**src/timed_actuator_command_scheduler_unit_defines.svh**
```systemverilog
// Assertion macros shared by the scheduler RTL.
`ifndef TIMED_ACTUATOR_COMMAND_SCHEDULER_UNIT_DEFINES_SVH
`define TIMED_ACTUATOR_COMMAND_SCHEDULER_UNIT_DEFINES_SVH

// Same-cycle implication, disabled while reset is asserted.
`define TACS_ASSERT_IMPLY(lbl, ck, rn, ante, cons, msg) \
  lbl: assert property (@(posedge ck) disable iff (!rn) (ante) |-> (cons)) \
    else $error(msg);

// Next-cycle implication, disabled while reset is asserted.
`define TACS_ASSERT_NEXT(lbl, ck, rn, ante, cons, msg) \
  lbl: assert property (@(posedge ck) disable iff (!rn) (ante) |=> (cons)) \
    else $error(msg);

`endif

```
**src/tacs_pkg.sv**
```systemverilog
`default_nettype none

package tacs_pkg;

  typedef struct packed {
    logic       req_type;
    logic [7:0] actuator_index;
    logic [7:0] drive_speed;
    logic [7:0] run_duration;
    logic [7:0] start_offset;
  } in_t;

  typedef struct packed {
    logic [3:0] drive_actuator;
    logic [7:0] drive_value;
    logic       last_event;
  } out_t;

  // One command slot as kept in the slot memory.
  typedef struct packed {
    logic [7:0]  speed;
    logic [31:0] start_time;
    logic [31:0] stop_time;
  } slot_t;

  localparam int SLOT_BITS = $bits(slot_t);

  localparam logic REQ_CMD  = 1'b0;
  localparam logic REQ_TICK = 1'b1;

  localparam int         MAX_EVENTS = 50;
  localparam int         CNT_W      = 6;
  localparam logic [7:0] STOP_VALUE = 8'd0;

endpackage

`default_nettype wire

```
**src/timed_actuator_command_scheduler_unit.sv**
```systemverilog
// Timed actuator command scheduler.
// Input channel (in_valid/in_stall/in_data) takes two kinds of beats. A command
// beat stores a timed command in the ring of its actuator; actuator indices at
// or above NUM_ACTUATORS are dropped. A command runs through ST_CMD_A and
// ST_CMD_B (two chained 32-bit adds), then ST_CMD_C (the slot memory write).
// A tick beat advances the millisecond counter and sweeps all queues in order.
// The sweep visits each queue in ST_QHEAD, each slot of an active queue in
// ST_SLOT_RD and each valid slot once more in ST_SLOT_EV, then ends in
// ST_FINISH; idle queues and empty slots make it shorter. The slot memory
// has one read port, so the slots are read one by one.
// Output channel (out_valid/out_stall/out_data) carries one beat per start or
// stop event, up to MAX_EVENTS per sweep; last_event marks the final beat of a
// sweep. One event is held back so that the last one can be tagged, so beats
// appear from the second event on and the last one when the sweep ends. A tick
// giving no event gives no beat. A stalled receiver pauses the sweep at its
// next event. The block takes a new beat once the sweep is done, even while
// the final result still waits in the output register.
// Reset clears the time, all slot valid bits and the queue state; the slot
// memory contents need no clearing.
`default_nettype none

module timed_actuator_command_scheduler_unit #(
  parameter int NUM_ACTUATORS = 10,
  parameter int QUEUE_DEPTH   = 4
) (
  input  wire logic          clk,
  input  wire logic          rst_n,
  input  wire logic          in_valid,
  output logic               in_stall,
  input  wire tacs_pkg::in_t in_data,
  output logic               out_valid,
  input  wire logic          out_stall,
  output tacs_pkg::out_t     out_data
);

  import tacs_pkg::*;

  `include "timed_actuator_command_scheduler_unit_defines.svh"

  localparam int NUM_SLOTS = NUM_ACTUATORS * QUEUE_DEPTH;
  localparam int QW = (NUM_ACTUATORS > 1) ? $clog2(NUM_ACTUATORS) : 1;
  localparam int PW = $clog2(QUEUE_DEPTH);
  localparam int AW = (NUM_SLOTS > 1) ? $clog2(NUM_SLOTS) : 1;

  localparam logic [QW-1:0]    LAST_Q    = QW'(NUM_ACTUATORS - 1);
  localparam logic [PW-1:0]    LAST_P    = PW'(QUEUE_DEPTH - 1);
  localparam logic [AW-1:0]    DEPTH_A   = AW'(QUEUE_DEPTH);
  localparam logic [7:0]       ACT_LIMIT = 8'(NUM_ACTUATORS);
  localparam logic [CNT_W-1:0] CNT_MAX   = CNT_W'(MAX_EVENTS);

  typedef enum logic [7:0] {
    ST_IDLE    = 8'b0000_0001,
    ST_CMD_A   = 8'b0000_0010,
    ST_CMD_B   = 8'b0000_0100,
    ST_CMD_C   = 8'b0000_1000,
    ST_QHEAD   = 8'b0001_0000,
    ST_SLOT_RD = 8'b0010_0000,
    ST_SLOT_EV = 8'b0100_0000,
    ST_FINISH  = 8'b1000_0000
  } state_t;

  state_t state_r, state_nxt;

  logic [31:0]      time_r;
  logic [QW-1:0]    q_idx_r;
  logic [PW-1:0]    p_idx_r;
  logic [CNT_W-1:0] cnt_r;

  logic             slot_valid_r   [NUM_SLOTS];
  logic             slot_started_r [NUM_SLOTS];
  logic [PW-1:0]    q_ptr_r        [NUM_ACTUATORS];
  logic [31:0]      q_latest_r     [NUM_ACTUATORS];
  logic             q_active_r     [NUM_ACTUATORS];
  logic [31:0]      q_cur_r        [NUM_ACTUATORS];

  logic [QW-1:0]    cmd_act_r;
  logic [7:0]       cmd_speed_r;
  logic [7:0]       cmd_dur_r;
  logic [7:0]       cmd_off_r;
  logic [PW-1:0]    cmd_ptr_r;
  logic [31:0]      start_r;
  logic [31:0]      stop_r;

  logic             hold_v_r;
  out_t             hold_r;
  logic             out_v_r;
  out_t             out_r;

  logic             in_acc;
  logic             out_free;
  logic             can_push;
  logic             emit_room;
  logic [AW-1:0]    slot_addr;
  logic [AW-1:0]    cmd_addr;
  slot_t            rd_slot;
  slot_t            wr_slot;
  logic [SLOT_BITS-1:0] rd_bits;

  logic             tick_go, cmd_go, rd_en, push, flush;
  logic             p_clear, p_step, q_step;
  logic             head_off, clr_slot, set_started;
  logic [7:0]       push_val;

  logic             due, stale, started, expired, ev_emit, ev_clear, ev_start;

  assign in_stall  = (state_r != ST_IDLE);
  assign in_acc    = in_valid && !in_stall;
  assign out_valid = out_v_r;
  assign out_data  = out_r;
  assign out_free  = !out_v_r || !out_stall;
  assign can_push  = !hold_v_r || out_free;
  assign emit_room = (cnt_r < CNT_MAX);

  assign slot_addr = AW'(AW'(q_idx_r) * DEPTH_A) + AW'(p_idx_r);
  assign cmd_addr  = AW'(AW'(cmd_act_r) * DEPTH_A) + AW'(cmd_ptr_r);

  assign wr_slot.speed      = cmd_speed_r;
  assign wr_slot.start_time = start_r;
  assign wr_slot.stop_time  = stop_r;
  assign rd_slot            = slot_t'(rd_bits);

  tacs_ram #(
    .WIDTH (SLOT_BITS),
    .DEPTH (NUM_SLOTS)
  ) u_slot_ram (
    .clk     (clk),
    .wr_en   (state_r == ST_CMD_C),
    .wr_addr (cmd_addr),
    .wr_data (wr_slot),
    .rd_en   (rd_en),
    .rd_addr (slot_addr),
    .rd_data (rd_bits)
  );

  // Slot decision for the entry whose data has just come out of the memory.
  always_comb begin
    due      = !(rd_slot.start_time > time_r);
    stale    = rd_slot.start_time < q_cur_r[q_idx_r];
    started  = slot_started_r[slot_addr];
    expired  = rd_slot.stop_time <= time_r;
    ev_emit  = 1'b0;
    ev_clear = 1'b0;
    ev_start = 1'b0;
    if (due) begin
      if (stale) begin
        ev_clear = 1'b1;
      end else if (started) begin
        ev_clear = (rd_slot.start_time != q_cur_r[q_idx_r]) || expired;
        ev_emit  = expired;
      end else if (expired) begin
        ev_clear = 1'b1;
      end else begin
        ev_emit  = 1'b1;
        ev_start = 1'b1;
      end
    end
  end

  always_comb begin
    state_nxt   = state_r;
    tick_go     = 1'b0;
    cmd_go      = 1'b0;
    rd_en       = 1'b0;
    push        = 1'b0;
    flush       = 1'b0;
    p_clear     = 1'b0;
    p_step      = 1'b0;
    q_step      = 1'b0;
    head_off    = 1'b0;
    clr_slot    = 1'b0;
    set_started = 1'b0;
    push_val    = STOP_VALUE;
    case (state_r)
      ST_IDLE: begin
        if (in_acc) begin
          if (in_data.req_type == REQ_TICK) begin
            tick_go   = 1'b1;
            state_nxt = ST_QHEAD;
          end else if (in_data.actuator_index < ACT_LIMIT) begin
            cmd_go    = 1'b1;
            state_nxt = ST_CMD_A;
          end
        end
      end
      ST_CMD_A: state_nxt = ST_CMD_B;
      ST_CMD_B: state_nxt = ST_CMD_C;
      ST_CMD_C: state_nxt = ST_IDLE;
      ST_QHEAD: begin
        if (!q_active_r[q_idx_r]) begin
          if (q_idx_r == LAST_Q) begin
            state_nxt = ST_FINISH;
          end else begin
            q_step = 1'b1;
          end
        end else if (q_latest_r[q_idx_r] <= time_r) begin
          // Safeguard stop once the queue's latest stop time has been reached.
          if (!emit_room || can_push) begin
            head_off  = 1'b1;
            push      = emit_room;
            p_clear   = 1'b1;
            state_nxt = ST_SLOT_RD;
          end
        end else begin
          p_clear   = 1'b1;
          state_nxt = ST_SLOT_RD;
        end
      end
      ST_SLOT_RD: begin
        if (slot_valid_r[slot_addr]) begin
          rd_en     = 1'b1;
          state_nxt = ST_SLOT_EV;
        end else if (p_idx_r != LAST_P) begin
          p_step = 1'b1;
        end else if (q_idx_r == LAST_Q) begin
          state_nxt = ST_FINISH;
        end else begin
          q_step    = 1'b1;
          state_nxt = ST_QHEAD;
        end
      end
      ST_SLOT_EV: begin
        if (!(ev_emit && emit_room && !can_push)) begin
          clr_slot    = ev_clear;
          set_started = ev_start;
          push        = ev_emit && emit_room;
          push_val    = ev_start ? rd_slot.speed : STOP_VALUE;
          if (p_idx_r != LAST_P) begin
            p_step    = 1'b1;
            state_nxt = ST_SLOT_RD;
          end else if (q_idx_r == LAST_Q) begin
            state_nxt = ST_FINISH;
          end else begin
            q_step    = 1'b1;
            state_nxt = ST_QHEAD;
          end
        end
      end
      ST_FINISH: begin
        if (!hold_v_r) begin
          state_nxt = ST_IDLE;
        end else if (out_free) begin
          flush     = 1'b1;
          state_nxt = ST_IDLE;
        end
      end
      default: state_nxt = ST_IDLE;
    endcase
  end

  always_ff @(posedge clk) begin
    if (!rst_n) begin
      state_r  <= ST_IDLE;
      time_r   <= '0;
      q_idx_r  <= '0;
      p_idx_r  <= '0;
      cnt_r    <= '0;
      hold_v_r <= 1'b0;
      out_v_r  <= 1'b0;
      for (int s = 0; s < NUM_SLOTS; s++) begin
        slot_valid_r[s]   <= 1'b0;
        slot_started_r[s] <= 1'b0;
      end
      for (int q = 0; q < NUM_ACTUATORS; q++) begin
        q_ptr_r[q]    <= '0;
        q_latest_r[q] <= '0;
        q_active_r[q] <= 1'b0;
        q_cur_r[q]    <= '0;
      end
    end else begin
      state_r <= state_nxt;

      if (tick_go) begin
        time_r  <= time_r + 32'd1;
        q_idx_r <= '0;
        cnt_r   <= '0;
      end
      if (q_step) begin
        q_idx_r <= q_idx_r + QW'(1);
      end
      if (p_clear) begin
        p_idx_r <= '0;
      end else if (p_step) begin
        p_idx_r <= p_idx_r + PW'(1);
      end

      if (cmd_go) begin
        cmd_act_r   <= in_data.actuator_index[QW-1:0];
        cmd_speed_r <= in_data.drive_speed;
        cmd_dur_r   <= in_data.run_duration;
        cmd_off_r   <= in_data.start_offset;
      end
      if (state_r == ST_CMD_A) begin
        start_r   <= time_r + 32'(cmd_off_r);
        cmd_ptr_r <= (q_ptr_r[cmd_act_r] == LAST_P) ? '0 : q_ptr_r[cmd_act_r] + PW'(1);
      end
      if (state_r == ST_CMD_B) begin
        stop_r <= start_r + 32'(cmd_dur_r);
      end
      if (state_r == ST_CMD_C) begin
        slot_valid_r[cmd_addr]   <= 1'b1;
        slot_started_r[cmd_addr] <= 1'b0;
        q_ptr_r[cmd_act_r]       <= cmd_ptr_r;
        q_active_r[cmd_act_r]    <= 1'b1;
        if (stop_r > q_latest_r[cmd_act_r]) begin
          q_latest_r[cmd_act_r] <= stop_r;
        end
      end

      if (head_off) begin
        q_active_r[q_idx_r] <= 1'b0;
      end
      if (clr_slot) begin
        slot_valid_r[slot_addr] <= 1'b0;
      end
      if (set_started) begin
        slot_started_r[slot_addr] <= 1'b1;
        q_cur_r[q_idx_r]          <= rd_slot.start_time;
      end

      // One event waits in the hold register so the final one can be tagged.
      if (push) begin
        cnt_r                 <= cnt_r + CNT_W'(1);
        hold_v_r              <= 1'b1;
        hold_r.drive_actuator <= 4'(q_idx_r);
        hold_r.drive_value    <= push_val;
        hold_r.last_event     <= 1'b0;
        if (hold_v_r) begin
          out_r   <= hold_r;
          out_v_r <= 1'b1;
        end else if (out_v_r && !out_stall) begin
          out_v_r <= 1'b0;
        end
      end else if (flush) begin
        out_r    <= '{drive_actuator: hold_r.drive_actuator,
                      drive_value:    hold_r.drive_value,
                      last_event:     1'b1};
        out_v_r  <= 1'b1;
        hold_v_r <= 1'b0;
      end else if (out_v_r && !out_stall) begin
        out_v_r <= 1'b0;
      end
    end
  end

  `TACS_ASSERT_IMPLY(a_idle_hold_empty, clk, rst_n, state_r == ST_IDLE, !hold_v_r, "event left in hold register after sweep")
  `TACS_ASSERT_IMPLY(a_eval_valid_slot, clk, rst_n, state_r == ST_SLOT_EV, slot_valid_r[slot_addr], "evaluating an empty slot")
  `TACS_ASSERT_NEXT(a_tick_starts_sweep, clk, rst_n, in_acc && in_data.req_type == REQ_TICK, state_r == ST_QHEAD, "tick beat did not start a sweep")
  `TACS_ASSERT_IMPLY(a_hold_counted, clk, rst_n, hold_v_r, cnt_r != '0 && cnt_r <= CNT_MAX, "event count out of step with hold register")

endmodule

`default_nettype wire

```
**src/tacs_ram.sv**
```systemverilog
`default_nettype none

module tacs_ram #(
  parameter int WIDTH = 72,
  parameter int DEPTH = 40
) (
  input  wire logic                                         clk,
  input  wire logic                                         wr_en,
  input  wire logic [((DEPTH > 1) ? $clog2(DEPTH) : 1)-1:0] wr_addr,
  input  wire logic [WIDTH-1:0]                             wr_data,
  input  wire logic                                         rd_en,
  input  wire logic [((DEPTH > 1) ? $clog2(DEPTH) : 1)-1:0] rd_addr,
  output logic      [WIDTH-1:0]                             rd_data
);

  logic [WIDTH-1:0] mem [DEPTH];
  logic [WIDTH-1:0] rd_data_r;

  always_ff @(posedge clk) begin
    if (wr_en) begin
      mem[wr_addr] <= wr_data;
    end
    if (rd_en) begin
      rd_data_r <= mem[rd_addr];
    end
  end

  assign rd_data = rd_data_r;

endmodule

`default_nettype wire
```
**config.mk**
```make
export PLATFORM = sky130hd
export DESIGN_NAME = timed_actuator_command_scheduler_unit
export DESIGN_NICKNAME = d
export VERILOG_FILES = /design/src/tacs_pkg.sv /design/src/timed_actuator_command_scheduler_unit.sv /design/src/tacs_ram.sv
export VERILOG_INCLUDE_DIRS = /design/src /design/src/src
export SDC_FILE = /design/constraint.sdc
export NUM_CORES = 2
export LEC_CHECK = 0
export BUFFER_PORTS_ARGS = -buffer_cell sky130_fd_sc_hd__buf_4
export CORE_MARGIN = 2
export CORE_UTILIZATION = 30
export DETAILED_ROUTE_END_ITERATION = 12
export SYNTH_ARGS = -nofsm -noshare
export SYNTH_HDL_FRONTEND = slang
export SYNTH_SLANG_ARGS = --single-unit
```
**constraint.sdc**
```tcl
create_clock -name clk -period 15.3 [get_ports clk]
set_input_delay 1.53 -clock clk [delete_from_list [all_inputs] [get_ports clk]]
set_output_delay 1.53 -clock clk [all_outputs]
set_load 0.03 [all_outputs]
```
-- After elaboration in Yosys (flattened, before gate mapping)
Memories as Yosys holds them, arrays and structs flattened. A register that Yosys moved wholly into a read port is not among the register bits.
Index checks and enable logic that the tools add are counted.
- muxes and demuxes: 130
- bitwise gates (word level): 3
- equal/unequal tests: 21
- magnitude comparators: 7
- $add $sub $neg: 9
- reduce and logical (&&, ||, !) cells: 34
- operator list (kind ; number):
    $mux 8 ; 14
    $mux 1 ; 85
    $add 32x8->32 ; 2
    $gt 32x32->1 ; 2
    $le 32x32->1 ; 2
    $mux 32 ; 2
    $reduce_or 32->1 ; 2
    $mux 4 ; 15
    $pmux 8 s7 ; 1
    $mux 13 ; 3
    $mux 6 ; 6
    $add 32x1->32 const B ; 1
    $lt 32x32->1 ; 1
    $ne 32x32->1 ; 1
    $add 6x2->6 ; 2
    $ne 3x3->1 const B ; 4
    $eq 8x1->1 const B ; 1
    $eq 8x2->1 const B ; 1
    $eq 8x3->1 const B ; 1
    $eq 8x4->1 const B ; 1
    $eq 8x5->1 const B ; 1
    $eq 8x6->1 const B ; 1
    $eq 8x7->1 const B ; 1
    $eq 8x8->1 const B ; 1
    other kinds (24) ; 53
- memories: 7
- bits of input ports: 37
- flip-flop bits (word level): 173
- bits in writable memories: 3630
- memories (memory ; words ; width ; read ports ; clocked after memory_dff ; write ports ; line ; text):
    u_slot_ram.mem ; 40 ; 72 ; 1 ; 1 ; 1 ; tacs_ram.sv:16 ; logic [WIDTH-1:0] mem [DEPTH];
    q_cur_r ; 10 ; 32 ; 1 ; 1 ; 10 ; timed_actuator_command_scheduler_unit.sv:74 ; logic [31:0] q_cur_r [NUM_ACTUATORS];
    q_latest_r ; 10 ; 32 ; 2 ; 2 ; 10 ; timed_actuator_command_scheduler_unit.sv:72 ; logic [31:0] q_latest_r [NUM_ACTUATORS];
    slot_started_r ; 40 ; 1 ; 1 ; 0 ; 40 ; timed_actuator_command_scheduler_unit.sv:70 ; logic slot_started_r [NUM_SLOTS];
    slot_valid_r ; 40 ; 1 ; 1 ; 0 ; 40 ; timed_actuator_command_scheduler_unit.sv:69 ; logic slot_valid_r [NUM_SLOTS];
    q_ptr_r ; 10 ; 2 ; 1 ; 1 ; 10 ; timed_actuator_command_scheduler_unit.sv:71 ; logic [PW-1:0] q_ptr_r [NUM_ACTUATORS];
    +1 memories ; - ; - ; - ; - ; - ; - ;

-- Logic depth before layout (Yosys ltp)
- depth in word-level cells: 14
- depth in mapped cells: 20

-- By module
Synthesis repeated with hierarchy kept, for this count alone.
- cells, all modules: 9068
- area total of the unflattened synthesis: 178391.1 um2
- modules (own cells, without submodules) (module ; times used ; cells each ; area an instance (um2) ; seq. area each (um2)):
    tacs_ram ; 1 ; 4529 ; 111506.9 ; 88645.0
    timed_actuator_command_scheduler_unit ; 1 ; 4539 ; 66884.1 ; 39958.3

-- Worst setup path after synthesis
No wires, ideal clock.
- kind: register -> register
- start: register (tool-made name)
- end: memory q_latest_r[11][0] (enable)
- period minus slack after synthesis: 10081 ps
- stages on the path, launching flop included: 19
- slack: 5219 ps
- library setup time: 595 ps
- required time: 14705 ps
- arrival: 9486 ps
- path through: dfxtp_1 -> clkbuf_1 -> buf_1 -> buf_1 -> mux4_2 -> mux4_2 -> inv_1 -> ha_1 -> nor2b_1 -> o21a_1 -> o21a_1 -> o21a_1 -> o21a_1 -> o21ai_0 -> a2111oi_0 -> o21ai_1 -> clkbuf_1 -> clkbuf_1 -> a2111oi_0
- RTL lines (element ; line):
    to (decl) ; timed_actuator_command_scheduler_unit.sv:72

==> impl_metrics.csv <==
group,metric,value,unit
outcome,status,"complete, no violations",
critical_path,critPathMaxStageDelay,0.95,ns
clock_network,htree_levels,5,
drt,drc_errors,0,
sta,rsz0062_at_grt,"false",
clock_network,cts.sinks,4333,
critical_path,rr_endpoint,"q_cur_r[12][25]",
min_path,hp-class,"register to register",
sta,fin_crit_sh,0.5691,
clock_network,ctsRootBufferMaster,"clkbuf_16",
clock_network,cts_setup_buffers,0,
final_layout,nets,9548,
sta,worstMarginPinSlew,1.315,ns
power_and_ir_drop,peakVddDrop,101.6,µV
final_layout,fill_cells,55720,
min_path,min_path_cells,0,
clock_network,clk_pin_slew,0.06,ns
drt,dr.max_layer_used,"met5",
final_layout,layout_common_cells,"edfxtp_1, mux4_2, nor2_1",
drt,route.vias.total,96630,
critical_path,cp.required,15.90,ns
logic_synthesis,yosysTopAreaCell,"edfxtp_1",
critical_path,r2r_slack,6.59,ns
power_and_ir_drop,p_per_area,118.5,mW/mm²
drt,wl_met2,243200,µm
grt,antenna_found_initial,29,
critical_path,crit_chain,"buf_4 > mux4_2 > mux4_2 > inv_1 > ha_1 > nand2_1 > o21ai_0 > nand2b_1 > a311oi_1 > nor4_4 > nor3_4 > nand2_2 > buf_4 > inv_4 > buf_4 > nand3_1 > nor3_2 > buf_4",
critical_path,cp_top_family,"buffers and inverters",
power_and_ir_drop,switching_share,0.2111,
logic_synthesis,ys_seq_area_frac,0.7150,
critical_path,crit_top_cell,"buf_4",
drt,wl_met3,50150,µm
min_path,whs_endpoint,"out_data[11]",
sta,fin_skew,0.08520,ns
power_and_ir_drop,p_seq_frac,0.533,
drt,wl,524800,µm
floorplan,num_io_pins,52,
sta,maxSlewViolCount,0,
logic_synthesis,syn_nets,9326,
critical_path,cp_max_fo,62,
drt,routedWlPerCell,29.64,µm
drt,ant_nets,0,
logic_synthesis,synth_cell_type_count,92,
clock_network,clockBufferDepth,4,
logic_synthesis,async_flop_share,0,
clock_network,cts_resized,0,
logic_synthesis,ys_ff_latch,4333,
sta,slew_headroom,0.1213,
power_and_ir_drop,p_int,0.01921,W
floorplan,dieArea,0.6058,mm²
power_and_ir_drop,power_frac_clock,0.438,
clock_network,holdBufCountCts,0,
clock_network,cts_buffers,438,
drt,wl_met1,216800,µm
logic_synthesis,synthFlopType,"edfxtp_1",
placed_design,portBuffers,51,
logic_synthesis,netlist_area,0.1799,mm²
sta,max_freq,114.8,MHz
final_layout,drive_above_1_share,0.2701,
critical_path,r2r_cells,18,
grt,grt_pass1_vias,94630,
logic_synthesis,yosysTopAreaCellShare,0.6982,
critical_path,crit_path_end_kind,"register",
floorplan,initial_core_util,0.3009,
final_layout,ff_latch_area,0.1287,mm²
critical_path,critPathArrivalTime,9.31,ns
sta,post-route-min-period,8.708,ns
logic_synthesis,postSynthCellCount,9104,
min_path,worstHoldStart,"hold_r[11]",
final_layout,multi_input_area,0.04858,mm²
drt,drtPass1Iterations,6,
placed_design,place_area,0.1912,mm²
job,maxCapViolCount,0,
logic_synthesis,yosys-top-cells-area,"edfxtp_1, mux4_2, dfxtp_1, a2111oi_0, ha_1",
final_layout,stdcell_area,0.2055,mm²
logic_synthesis,ys.warnings.count,0,
critical_path,crit_slowest_cell,"dfxtp_4",
power_and_ir_drop,p_switching,0.005141,W
critical_path,critPathBufInv,6,
sta,setup_viol,0,
grt,grt_usage,0.1678,
floorplan,num_rows,284,
logic_synthesis,syn_avg_cell_area,19.76,µm²
placed_design,gp_congestion,0.8589,
critical_path,start_kind,"register",
drt,via_per_inst,5.458,
sta,hold_violations,0,
power_and_ir_drop,combPwrFrac,0.029,
power_and_ir_drop,p_leak,61.87,nW
grt,grt_max_degree,203,
floorplan,core_area,0.5977,mm²
placed_design,detailed_place_hpwl,285300,µm
final_layout,area_delta_synth_final,14.23,%
floorplan,die_width,778.3,µm
sta,setup_tns,0,ns
grt,grt_pass1_wl,736500,µm
floorplan,die_y,778.3,µm
clock_network,cts_tree,"done",
final_layout,final_common_cell,"edfxtp_1",
clock_network,insertion_delay,1.02,ns
grt,grt_overflow,0,
power_and_ir_drop,finalPower,0.02435,W
drt,drt_iter0_markers,13180,
critical_path,critPathKind,"register to register",
logic_synthesis,synth_edf_count,4182,
synthesized netlist by cell type (39+ instances only):
cell       count
a2111oi_0    296
a211oi_1      81
a21o_1        39
a21oi_1      130
a31oi_1       78
buf_1        107
buf_2        100
clkbuf_1     398
dfxtp_1      151
edfxtp_1    4182
ha_1         183
inv_1        196
mux4_2      1381
nand2_1      339
nand3_1       59
nand4_1       47
nor2_1       510
nor2b_1       93
nor3_1        47
o211ai_1      68
o21ai_0       90
xnor2_1       73
logic make-up (layout without fill, tap and decap cells):
kind of cell / after synthesis / count (layout) / share of synthesized area
other: 0 / 8 / 0
and+or+nand+nor: 1278 / 1278 / 0.03308
AOI/OAI and AO/OA: 979 / 979 / 0.04012
adders and majority gates: 185 / 185 / 0.01295
xor gates and xnor gates: 86 / 86 / 0.004188
muxes: 1419 / 1419 / 0.1762
buffers and inverters: 824 / 1408 / 0.01848
DFF: 4333 / 4333 / 0.7150
metal layers:
metal / up-vias / global-route usage
met2: 5002 / 0.2639
met4: 8 / 0.04439
met5: - / 0
met1: 52200 / 0.2380
met3: 825 / 0.03428
li1: 38600 / -
metrics by stage:
step	instances	util	hold slack, ns	setup WS (ns)
5_1_grt	17700	0.3437	0.4308	5.976
2_1_floorplan	9104	-	0.4003	5.219
4_1_cts	17690	0.3437	0.4252	6.370
3_5_place_dp	16890	0.3200	0.4109	6.369
6_report	17700	0.3438	0.4227	6.592
3_3_place_gp	16890	0.3200	0.4032	6.393
state kept, by name (all words and copies together) (netlist names), 12 cells and up, named ones only:
signal / flops
slot_started_r: 64
slot_valid_r: 64
u_slot_ram.mem: 2880
out_data: 13
stop_r: 32
q_latest_r: 512
u_slot_ram.rd_data: 72
time_r: 32
q_active_r: 16
q_cur_r: 512
hold_r: 12
q_ptr_r: 32
start_r: 32
power groups by stage:
stage	registers [W]	logic, W	clock network [W]
finish	0.0130	0.000698	0.0107
global route	0.0130	0.000734	0.0112
CTS	0.0130	0.000696	0.0108
detailed placement	0.0132	0.000693	0
global placement	0.0132	0.000693	0
floorplan	0.0132	0.000421	0
worst register-to-register path: stages, from the launching register on:
cell      delay (ns)
dfxtp_4         0.95
buf_4           0.89
mux4_2          0.67
mux4_2          0.48
inv_1           0.07
ha_1            0.16
nand2_1         0.07
o21ai_0         0.33
nand2b_1        0.09
a311oi_1        0.62
nor4_4          0.21
nor3_4          0.82
nand2_2         0.08
buf_4           0.30
inv_4           0.42
buf_4           0.85
nand3_1         0.48
nor3_2          0.21
buf_4           0.59
area by class of cell:
type | instances | area share
flip-flops and latches | 4333 | 0.6261
multi-input cells | 3947 | 0.2364
clock buffers | 529 | 0.05597
well taps | 8008 | 0.04876
repair buffers | 403 | 0.01585
clock inverters | 273 | 0.01298
inverters | 203 | 0.003782
diodes | 8 | 0.00009743
worst max path at each step:
| stage | startpoint | endpoint | slack [ns] | depth (start not counted) |
|---|---|---|---|---|
| after floorplan | register | q_latest_r[11][0] | 5.22 | 18 |
| after global placement | register | q_cur_r[12][25] | 6.39 | 18 |
| after detailed placement | register | q_cur_r[12][22] | 6.37 | 18 |
| after CTS | register | q_cur_r[12][25] | 6.37 | 18 |
| after global routing | register | q_cur_r[12][22] | 5.98 | 18 |
| final | register | q_cur_r[12][25] | 6.59 | 18 |
Power figures use the tool's default switching activity.
